### src/pbi_pkg.sv
// shared types, constants, fixed-point helpers and microcode for the breakpoint solver
package pbi_pkg;

  // widths
  localparam int FW          = 32;   // one Q16.16 input or output field
  localparam int IN_W        = 160;  // five packed input fields
  localparam int VW          = 64;   // working value width
  localparam int MW          = 62;   // magnitude width of a working value
  localparam int RA_W        = 5;    // working register address
  localparam int RF_DEPTH    = 32;   // working register file entries
  localparam int PC_W        = 7;    // microcode address
  localparam int EPS_W       = 16;
  localparam int QUEUE_DEPTH = 2;

  localparam logic signed [VW-1:0] FXMAX = 64'sh3FFF_FFFF_FFFF_FFFF;

  // item classes
  localparam logic [1:0] CLS_EQX = 2'd0;
  localparam logic [1:0] CLS_EQY = 2'd1;
  localparam logic [1:0] CLS_GEN = 2'd2;

  // micro operations
  localparam logic [2:0] OP_ADD  = 3'd0;
  localparam logic [2:0] OP_SUB  = 3'd1;
  localparam logic [2:0] OP_NEG  = 3'd2;
  localparam logic [2:0] OP_HALF = 3'd3;
  localparam logic [2:0] OP_MUL  = 3'd4;
  localparam logic [2:0] OP_DIV  = 3'd5;
  localparam logic [2:0] OP_SQRT = 3'd6;
  localparam logic [2:0] OP_END  = 3'd7;

  // working registers
  localparam logic [RA_W-1:0] R_AX  = 5'd0;
  localparam logic [RA_W-1:0] R_AY  = 5'd1;
  localparam logic [RA_W-1:0] R_BX  = 5'd2;
  localparam logic [RA_W-1:0] R_BY  = 5'd3;
  localparam logic [RA_W-1:0] R_DL  = 5'd4;
  localparam logic [RA_W-1:0] R_T0  = 5'd5;
  localparam logic [RA_W-1:0] R_T1  = 5'd6;
  localparam logic [RA_W-1:0] R_T2  = 5'd7;
  localparam logic [RA_W-1:0] R_T3  = 5'd8;
  localparam logic [RA_W-1:0] R_T4  = 5'd9;
  localparam logic [RA_W-1:0] R_T5  = 5'd10;
  localparam logic [RA_W-1:0] R_T6  = 5'd11;
  localparam logic [RA_W-1:0] R_T7  = 5'd12;
  localparam logic [RA_W-1:0] R_T8  = 5'd13;
  localparam logic [RA_W-1:0] R_T9  = 5'd14;
  localparam logic [RA_W-1:0] R_T10 = 5'd15;
  localparam logic [RA_W-1:0] R_T11 = 5'd16;
  localparam logic [RA_W-1:0] R_PX0 = 5'd24;
  localparam logic [RA_W-1:0] R_PY0 = 5'd25;
  localparam logic [RA_W-1:0] R_PX1 = 5'd26;
  localparam logic [RA_W-1:0] R_PY1 = 5'd27;

  // program entry points
  localparam logic [PC_W-1:0] PC_EQX = 7'd0;
  localparam logic [PC_W-1:0] PC_EQY = 7'd12;
  localparam logic [PC_W-1:0] PC_GEN = 7'd24;

  typedef struct packed {
    logic [2:0]      op;
    logic [RA_W-1:0] dst;
    logic [RA_W-1:0] sa;
    logic [RA_W-1:0] sb;
  } uop_t;

  typedef struct packed {
    logic signed [VW-1:0] val;
    logic                 flt;
  } fx_t;

  typedef struct packed {
    logic signed [FW-1:0] val;
    logic                 flt;
  } sat_t;

  // queue entry from front to back
  typedef struct packed {
    logic [1:0]      cls;
    logic [IN_W-1:0] data;
  } qent_t;

  // finished item from core to output stage
  typedef struct packed {
    logic signed [VW-1:0] px0;
    logic signed [VW-1:0] py0;
    logic signed [VW-1:0] px1;
    logic signed [VW-1:0] py1;
    logic                 two;
    logic                 flt;
  } res_t;

  // clamp a grown sum into the working range
  function automatic fx_t fx_fit(input logic signed [VW:0] s);
    logic signed [VW:0] hi;
    fx_t r;
    hi = {FXMAX[VW-1], FXMAX};
    if (s > hi) begin
      r = '{FXMAX, 1'b1};
    end else if (s < -hi) begin
      r = '{-FXMAX, 1'b1};
    end else begin
      r = '{s[VW-1:0], 1'b0};
    end
    return r;
  endfunction

  // halve with truncation toward zero
  function automatic logic signed [VW-1:0] fx_half(input logic signed [VW-1:0] a);
    logic signed [VW-1:0] t;
    t = a + $signed({{(VW-1){1'b0}}, a[VW-1]});
    return t >>> 1;
  endfunction

  // magnitude of a working value
  function automatic logic [MW-1:0] fx_mag(input logic signed [VW-1:0] v);
    logic signed [VW-1:0] t;
    t = v[VW-1] ? -v : v;
    return t[MW-1:0];
  endfunction

  // sign and magnitude back to a working value, saturating on overflow
  function automatic fx_t fx_signmag(input logic [MW-1:0] m, input logic neg,
                                     input logic ovf);
    logic [MW-1:0]        mm;
    logic signed [VW-1:0] v;
    fx_t r;
    mm = ovf ? FXMAX[MW-1:0] : m;
    v = $signed({{(VW-MW){1'b0}}, mm});
    r = '{neg ? -v : v, ovf};
    return r;
  endfunction

  // saturate a working value to an output field
  function automatic sat_t sat32(input logic signed [VW-1:0] v);
    sat_t r;
    if (&v[VW-1:FW-1] || ~|v[VW-1:FW-1]) begin
      r = '{v[FW-1:0], 1'b0};
    end else if (v[VW-1]) begin
      r = '{{1'b1, {(FW-1){1'b0}}}, 1'b1};
    end else begin
      r = '{{1'b0, {(FW-1){1'b1}}}, 1'b1};
    end
    return r;
  endfunction

  function automatic logic [PC_W-1:0] start_pc(input logic [1:0] cls);
    logic [PC_W-1:0] p;
    case (cls)
      CLS_EQX: p = PC_EQX;
      CLS_EQY: p = PC_EQY;
      default: p = PC_GEN;
    endcase
    return p;
  endfunction

  // microcode store
  function automatic uop_t ucode(input logic [PC_W-1:0] pc);
    uop_t u;
    case (pc)
      // foci share x
      7'd0:  u = '{OP_ADD,  R_T0,  R_AY,  R_BY};
      7'd1:  u = '{OP_MUL,  R_T1,  R_DL,  R_DL};
      7'd2:  u = '{OP_MUL,  R_T2,  R_DL,  R_T0};
      7'd3:  u = '{OP_SUB,  R_T1,  R_T1,  R_T2};
      7'd4:  u = '{OP_MUL,  R_T2,  R_AY,  R_BY};
      7'd5:  u = '{OP_ADD,  R_T1,  R_T1,  R_T2};
      7'd6:  u = '{OP_SQRT, R_T2,  R_T1,  R_T1};
      7'd7:  u = '{OP_SUB,  R_PX0, R_AX,  R_T2};
      7'd8:  u = '{OP_HALF, R_PY0, R_T0,  R_T0};
      7'd9:  u = '{OP_ADD,  R_PX1, R_AX,  R_T2};
      7'd10: u = '{OP_HALF, R_PY1, R_T0,  R_T0};
      7'd11: u = '{OP_END,  R_T0,  R_T0,  R_T0};
      // foci share y
      7'd12: u = '{OP_ADD,  R_T0,  R_AX,  R_BX};
      7'd13: u = '{OP_HALF, R_PX0, R_T0,  R_T0};
      7'd14: u = '{OP_SUB,  R_T1,  R_PX0, R_AX};
      7'd15: u = '{OP_MUL,  R_T1,  R_T1,  R_T1};
      7'd16: u = '{OP_MUL,  R_T2,  R_AY,  R_AY};
      7'd17: u = '{OP_ADD,  R_T1,  R_T1,  R_T2};
      7'd18: u = '{OP_MUL,  R_T2,  R_DL,  R_DL};
      7'd19: u = '{OP_SUB,  R_T1,  R_T1,  R_T2};
      7'd20: u = '{OP_HALF, R_T1,  R_T1,  R_T1};
      7'd21: u = '{OP_SUB,  R_T2,  R_AY,  R_DL};
      7'd22: u = '{OP_DIV,  R_PY0, R_T1,  R_T2};
      7'd23: u = '{OP_END,  R_T0,  R_T0,  R_T0};
      // general quadratic
      7'd24: u = '{OP_SUB,  R_T0,  R_AX,  R_BX};
      7'd25: u = '{OP_SUB,  R_T1,  R_AY,  R_BY};
      7'd26: u = '{OP_MUL,  R_T2,  R_T0,  R_T0};
      7'd27: u = '{OP_MUL,  R_T3,  R_T1,  R_T1};
      7'd28: u = '{OP_ADD,  R_T4,  R_T2,  R_T3};
      7'd29: u = '{OP_ADD,  R_T5,  R_AY,  R_BY};
      7'd30: u = '{OP_SUB,  R_T6,  R_DL,  R_AY};
      7'd31: u = '{OP_MUL,  R_T6,  R_T2,  R_T6};
      7'd32: u = '{OP_SUB,  R_T7,  R_DL,  R_BY};
      7'd33: u = '{OP_MUL,  R_T6,  R_T6,  R_T7};
      7'd34: u = '{OP_MUL,  R_T6,  R_T6,  R_T4};
      7'd35: u = '{OP_SQRT, R_T6,  R_T6,  R_T6};
      7'd36: u = '{OP_ADD,  R_T6,  R_T6,  R_T6};
      7'd37: u = '{OP_MUL,  R_T7,  R_DL,  R_T2};
      7'd38: u = '{OP_ADD,  R_T7,  R_T7,  R_T7};
      7'd39: u = '{OP_NEG,  R_T7,  R_T7,  R_T7};
      7'd40: u = '{OP_MUL,  R_T8,  R_T5,  R_T4};
      7'd41: u = '{OP_ADD,  R_T7,  R_T7,  R_T8};
      7'd42: u = '{OP_ADD,  R_T8,  R_T3,  R_T3};
      7'd43: u = '{OP_MUL,  R_T9,  R_AX,  R_AX};
      7'd44: u = '{OP_MUL,  R_T10, R_BX,  R_BX};
      7'd45: u = '{OP_SUB,  R_T9,  R_T9,  R_T10};
      7'd46: u = '{OP_SUB,  R_T10, R_BY,  R_AY};
      7'd47: u = '{OP_SUB,  R_T11, R_T7,  R_T6};
      7'd48: u = '{OP_DIV,  R_PY0, R_T11, R_T8};
      7'd49: u = '{OP_ADD,  R_T11, R_T7,  R_T6};
      7'd50: u = '{OP_DIV,  R_PY1, R_T11, R_T8};
      7'd51: u = '{OP_ADD,  R_T11, R_PY0, R_PY0};
      7'd52: u = '{OP_SUB,  R_T11, R_T11, R_BY};
      7'd53: u = '{OP_SUB,  R_T11, R_T11, R_AY};
      7'd54: u = '{OP_MUL,  R_T11, R_T11, R_T10};
      7'd55: u = '{OP_ADD,  R_T11, R_T9,  R_T11};
      7'd56: u = '{OP_HALF, R_T11, R_T11, R_T11};
      7'd57: u = '{OP_DIV,  R_PX0, R_T11, R_T0};
      7'd58: u = '{OP_ADD,  R_T11, R_PY1, R_PY1};
      7'd59: u = '{OP_SUB,  R_T11, R_T11, R_BY};
      7'd60: u = '{OP_SUB,  R_T11, R_T11, R_AY};
      7'd61: u = '{OP_MUL,  R_T11, R_T11, R_T10};
      7'd62: u = '{OP_ADD,  R_T11, R_T9,  R_T11};
      7'd63: u = '{OP_HALF, R_T11, R_T11, R_T11};
      7'd64: u = '{OP_DIV,  R_PX1, R_T11, R_T0};
      default: u = '{OP_END, R_T0, R_T0, R_T0};
    endcase
    return u;
  endfunction

endpackage

### src/pbi_front.sv
// input side: accepts beats, sorts them into the three cases, queues them for the core
module pbi_front import pbi_pkg::*; #(
  parameter int DEPTH = QUEUE_DEPTH
) (
  input  logic             clk,
  input  logic             rst,
  input  logic             s_tvalid,
  output logic             s_tready,
  input  logic [IN_W-1:0]  s_tdata,
  input  logic [EPS_W-1:0] eps,
  output logic             q_valid,
  output qent_t            q_head,
  input  logic             q_pop
);

  localparam int PW = (DEPTH > 1) ? $clog2(DEPTH) : 1;
  localparam int CW = $clog2(DEPTH + 1);

  qent_t         slot [DEPTH];
  logic [PW-1:0] wr_ptr;
  logic [PW-1:0] rd_ptr;
  logic [CW-1:0] count;

  logic signed [FW:0] diff_x;
  logic signed [FW:0] diff_y;
  logic [FW:0]        mag_x;
  logic [FW:0]        mag_y;
  logic [1:0]         cls;
  logic               push;

  // case selection on the incoming beat
  always_comb begin
    diff_x = $signed({s_tdata[FW-1], s_tdata[FW-1:0]})
           - $signed({s_tdata[3*FW-1], s_tdata[3*FW-1:2*FW]});
    diff_y = $signed({s_tdata[2*FW-1], s_tdata[2*FW-1:FW]})
           - $signed({s_tdata[4*FW-1], s_tdata[4*FW-1:3*FW]});
    mag_x = diff_x[FW] ? 33'(-diff_x) : 33'(diff_x);
    mag_y = diff_y[FW] ? 33'(-diff_y) : 33'(diff_y);
    if (mag_x < {{(FW+1-EPS_W){1'b0}}, eps}) begin
      cls = CLS_EQX;
    end else if (mag_y < {{(FW+1-EPS_W){1'b0}}, eps}) begin
      cls = CLS_EQY;
    end else begin
      cls = CLS_GEN;
    end
  end

  assign s_tready = (count != CW'(DEPTH));
  assign push     = s_tvalid && s_tready;
  assign q_valid  = (count != '0);
  assign q_head   = slot[rd_ptr];

  // queue storage
  always_ff @(posedge clk) begin
    if (push) begin
      slot[wr_ptr] <= '{cls, s_tdata};
    end
  end

  // queue pointers
  always_ff @(posedge clk) begin
    if (rst) begin
      wr_ptr <= '0;
      rd_ptr <= '0;
      count  <= '0;
    end else begin
      if (push) begin
        wr_ptr <= (wr_ptr == PW'(DEPTH - 1)) ? '0 : wr_ptr + 1'b1;
      end
      if (q_pop) begin
        rd_ptr <= (rd_ptr == PW'(DEPTH - 1)) ? '0 : rd_ptr + 1'b1;
      end
      if (push && !q_pop) begin
        count <= count + 1'b1;
      end else if (q_pop && !push) begin
        count <= count - 1'b1;
      end
    end
  end

endmodule

### config.mk
export PLATFORM = sky130hd
export DESIGN_NAME = pbi_front
export DESIGN_NICKNAME = d
export VERILOG_FILES = /design/src/pbi_pkg.sv /design/src/pbi_front.sv
export SDC_FILE = /design/constraint.sdc
export NUM_CORES = 1
export LEC_CHECK = 0
export ABC_AREA = 1
export BUFFER_PORTS_ARGS = -buffer_cell sky130_fd_sc_hd__clkbuf_2
export CORE_MARGIN = 2
export CORE_UTILIZATION = 55
export CTS_CLUSTER_SIZE = 25
export DETAILED_ROUTE_END_ITERATION = 10
export PLACE_DENSITY_LB_ADDON = 0.3
export SETUP_SLACK_MARGIN = 0.4
export SYNTH_ARGS = -nofsm -noshare
export SYNTH_HDL_FRONTEND = slang
export SYNTH_SLANG_ARGS = --single-unit
### constraint.sdc
create_clock -name clk -period 11.7 [get_ports clk]
set_input_delay 2.34 -clock clk [delete_from_list [all_inputs] [get_ports clk]]
set_output_delay 2.34 -clock clk [all_outputs]
set_load 0.01 [all_outputs]
==> results.txt <==
Reg2Reg Depth: 6
Mapped cell area: 20,200 um2
CTS tree: built
Logic pwr share: 26.9%
Initial Util: 55.5%
Outcome: completed
Drt pass-1 iters: 6
VDD IR max: 0.000115 V
Final non-filler cell total: 3,164
Hold path start: rd_ptr$_SDFFE_PP0P_
HPWL Detailed: 38.1 mm
Cts hold-fix bufs: 0
Sw frac: 30.7%
Synth unique cells: 38
IO buf count: 343
Yosys reg bits: 329
CTS clk-pin slew, worst paths: 0.06 ns
Total gr overflow: 0
Number of H-tree levels: 2
Worst EP required: 11.99 ns
Post-DRT Antenna Nets: 0
First-pass GRT wire length: 78.9 mm
Hold depth: 2
Total vias in the final route: 16,455
Hold Vio Cnt, Final: 0
Final-stage net count: 2,948
Die X: 196 um
Min cycle time layout: 6.74 ns
Total GRT Usage: 25.8%
RSZ-0062 raised after global routing: no
Routed wl met3: 3.59 mm
Largest net degree at the start of global routing: 75
Top sig layer: met5
Global placement routability congestion: 0.919
Placed insts: 3,100
TritonCTS Buffers: 35
Die Y: 196 um
Met2 Wirelength: 23.2 mm
Iter 0 DRT Violations: 1,035
Setup CP Type: in2reg
R2r setup slk: 8.26 ns
Routed len/inst: 15.6 um
Psw: 1060 uW
Hold EP: rd_ptr$_SDFFE_PP0P_
Worst relative slew slack: 30.3%
Vias/cell: 5.20
Post-synth top area share: 48.1%
Internal power: 2400 uW
Skew final: 0.0127 ns
Crit share post-route: 57.6%
Sequential area share after synthesis: 48.6%
Largest cells by area after synthesis: edfxtp_1, nand2_1, mux2_2
Worst-Margin Slew: 1.05 ns
Syn Inst Count: 2,308
Post-Syn Nets: 2,587
Max Cap Viol: 0
Vias in the first global route: 15,881
Max Clk Rate: 0.148 GHz
Max Fanout on Critical Path: 36
Setup TNS Final: 0 ns
Max Slew Vio Count: 0
Postcts setup bufs: 0
Max clock buf depth: 3
Type of origin of the critical path: input pin
Flop pwr share: 41.4%
Crit path arrival time: 7.03 ns
Layout cell share with drive strength beyond 1: 22.7%
Area delta synth->final: 16.8%
Worst setup EP type: flip-flop
Resized Gates After CTS: 0
# fillers: 3,055
Clk root buf: clkbuf_16
Clk network pwr share: 31.7%
Most common cell on crit path: nand2_1
Row cnt: 70
Area leader, netlist: edfxtp_1
# IOs: 344
DRC viols: 0
Core Area: 36,400 um2
Reg-to-reg critical path endpoint: slot[0][123]$_DFFE_PP_
Slowest CP cell: nand2_2
Met1 wire length: 21.8 mm
Setup violations, final: 0
Clock sinks: 329
Slowest stage delay, CP: 0.47 ns
Post-Syn Area per Cell: 8.76 um2
Die area: 38,300 um2
Yosys warnings: 0
Worst r2r src: count[0]$_SDFFE_PP0P_
Core Util, Final: 64.9%
Final wirelength: 49.5 mm
Pwr/cell area: 146 nW/um2
Leak pwr: 0.0114 uW
Clk_lat worst skew: 0.55 ns
Initial antenna violation count: 3
Hold Path Class: reg2reg
-- registers in the layout, indices dropped and copies added, names as in the netlist, named ones only --
register / count
count: 2
wr_ptr: 1
rd_ptr: 1
slot: 324
-- metrics by stage --
stage,total power [uW],setup slack [ns],area (um2),hold WS [ns]
3_5_place_dp,2380,4.51,22500,0.503
3_3_place_gp,2350,4.59,22500,0.499
5_1_grt,3650,4.36,23600,0.556
4_1_cts,3490,5.05,23600,0.521
2_1_floorplan,2120,1.84,20200,0.480
6_report,3460,4.96,23600,0.516
-- critical path: cells and delay by family --
family / cells / cell delay, ns
buf+inv: 5 / 0.57
fa+ha+maj: 3 / 0.95
simple gates: 24 / 2.50
xor+xnor: 1 / 0.16
compound gates: 3 / 0.51
-- synth_stat cells --
| master | count |
|---|---|
| o31a_1 | 1 |
| and2_1 | 7 |
| nand3_1 | 162 |
| nor2_1 | 185 |
| o21bai_1 | 4 |
| inv_1 | 403 |
| clkbuf_1 | 18 |
| buf_6 | 1 |
| a21oi_2 | 3 |
| nor3_1 | 17 |
| buf_2 | 5 |
| buf_4 | 1 |
| ha_1 | 97 |
| xor2_1 | 24 |
| fa_1 | 2 |
| xnor2_1 | 6 |
| o21bai_2 | 1 |
| nor2_4 | 2 |
| nor2_2 | 7 |
| o21ai_0 | 27 |
| dfxtp_1 | 5 |
| edfxtp_1 | 324 |
| nand3b_1 | 14 |
| a21o_1 | 2 |
| inv_2 | 6 |
| nand2_1 | 681 |
| nor4_1 | 1 |
| a21boi_0 | 1 |
| a31oi_1 | 3 |
| o21a_1 | 2 |
| o21ai_1 | 3 |
| mux2_2 | 162 |
| nand2_2 | 21 |
| nand3_2 | 6 |
| nand4_1 | 33 |
| a21oi_1 | 67 |
| a211oi_1 | 3 |
| or2_2 | 1 |
-- cell usage in the layout (no fill, tap or decap), types with 7 or more instances in the layout --
master / synthesis / final
a21oi_1: 67 / 67
nand2_2: 21 / 21
nand4_1: 33 / 33
nor3_1: 17 / 17
xor2_1: 24 / 24
inv_1: 403 / 403
o21ai_0: 27 / 27
nor2_2: 7 / 7
and2_1: 7 / 7
ha_1: 97 / 97
nand3_1: 162 / 162
nand3b_1: 14 / 14
edfxtp_1: 324 / 324
clkbuf_2: 0 / 343
nand2_1: 681 / 681
clkinv_2: 0 / 8
clkbuf_16: 0 / 35
mux2_2: 162 / 162
nor2_1: 185 / 183
-- kinds of logic after synthesis --
logic type,count (synthesis),synth area share (%)
AND/OR/NAND/NOR,1137,23.6
adder cells (fa/ha/maj),99,6.20
AO/OA/AOI/OAI,117,3.17
XOR/XNOR,30,1.30
multiplexers,162,9.02
flip-flops,329,48.6
buffers and inverters,434,8.14
-- power groups by stage --
stage	sequential (uW)	clock [uW]	combinational, uW
finish	1430	1100	931
global route	1440	1160	1050
CTS	1430	1120	933
detailed placement	1460	0	925
global placement	1450	0	904
floorplan	1470	0	649
-- cell type report --
cell class | count | area (um2) | area share [%]
Sequential cell | 329 | 9830 | 41.6
Multi-Input combinational cell | 1545 | 8770 | 37.1
Timing Repair Buffer | 349 | 1760 | 7.46
Inverter | 409 | 1540 | 6.50
Clock buffer | 41 | 898 | 3.80
Tap cell | 468 | 586 | 2.48
Clock inverter | 22 | 244 | 1.03
Antenna cell | 1 | 2.50 | 0.0106
-- worst max-delay path by stage --
stage               cells past startpoint                      to  slack [ns]   startpoint
finish                                 36  slot[1][161]$_DFFE_PP_        4.96   s_tdata[0]
global route                           36  slot[0][160]$_DFFE_PP_        4.36  s_tdata[32]
CTS                                    35  slot[1][161]$_DFFE_PP_        5.05  s_tdata[32]
detailed placement                     35  slot[0][161]$_DFFE_PP_        4.51  s_tdata[32]
global placement                       35  slot[0][161]$_DFFE_PP_        4.59  s_tdata[32]
floorplan                               2    slot[1][0]$_DFFE_PP_        1.84     s_tvalid
-- metal layers --
metal / up-vias / track usage, %
met1: 7622 / 34.4
met4: 4 / 7.04
met3: 58 / 5.09
met2: 471 / 43.2
met5: - / 0
li1: 8300 / -
Note: power is estimated with default switching activity, not from simulation.
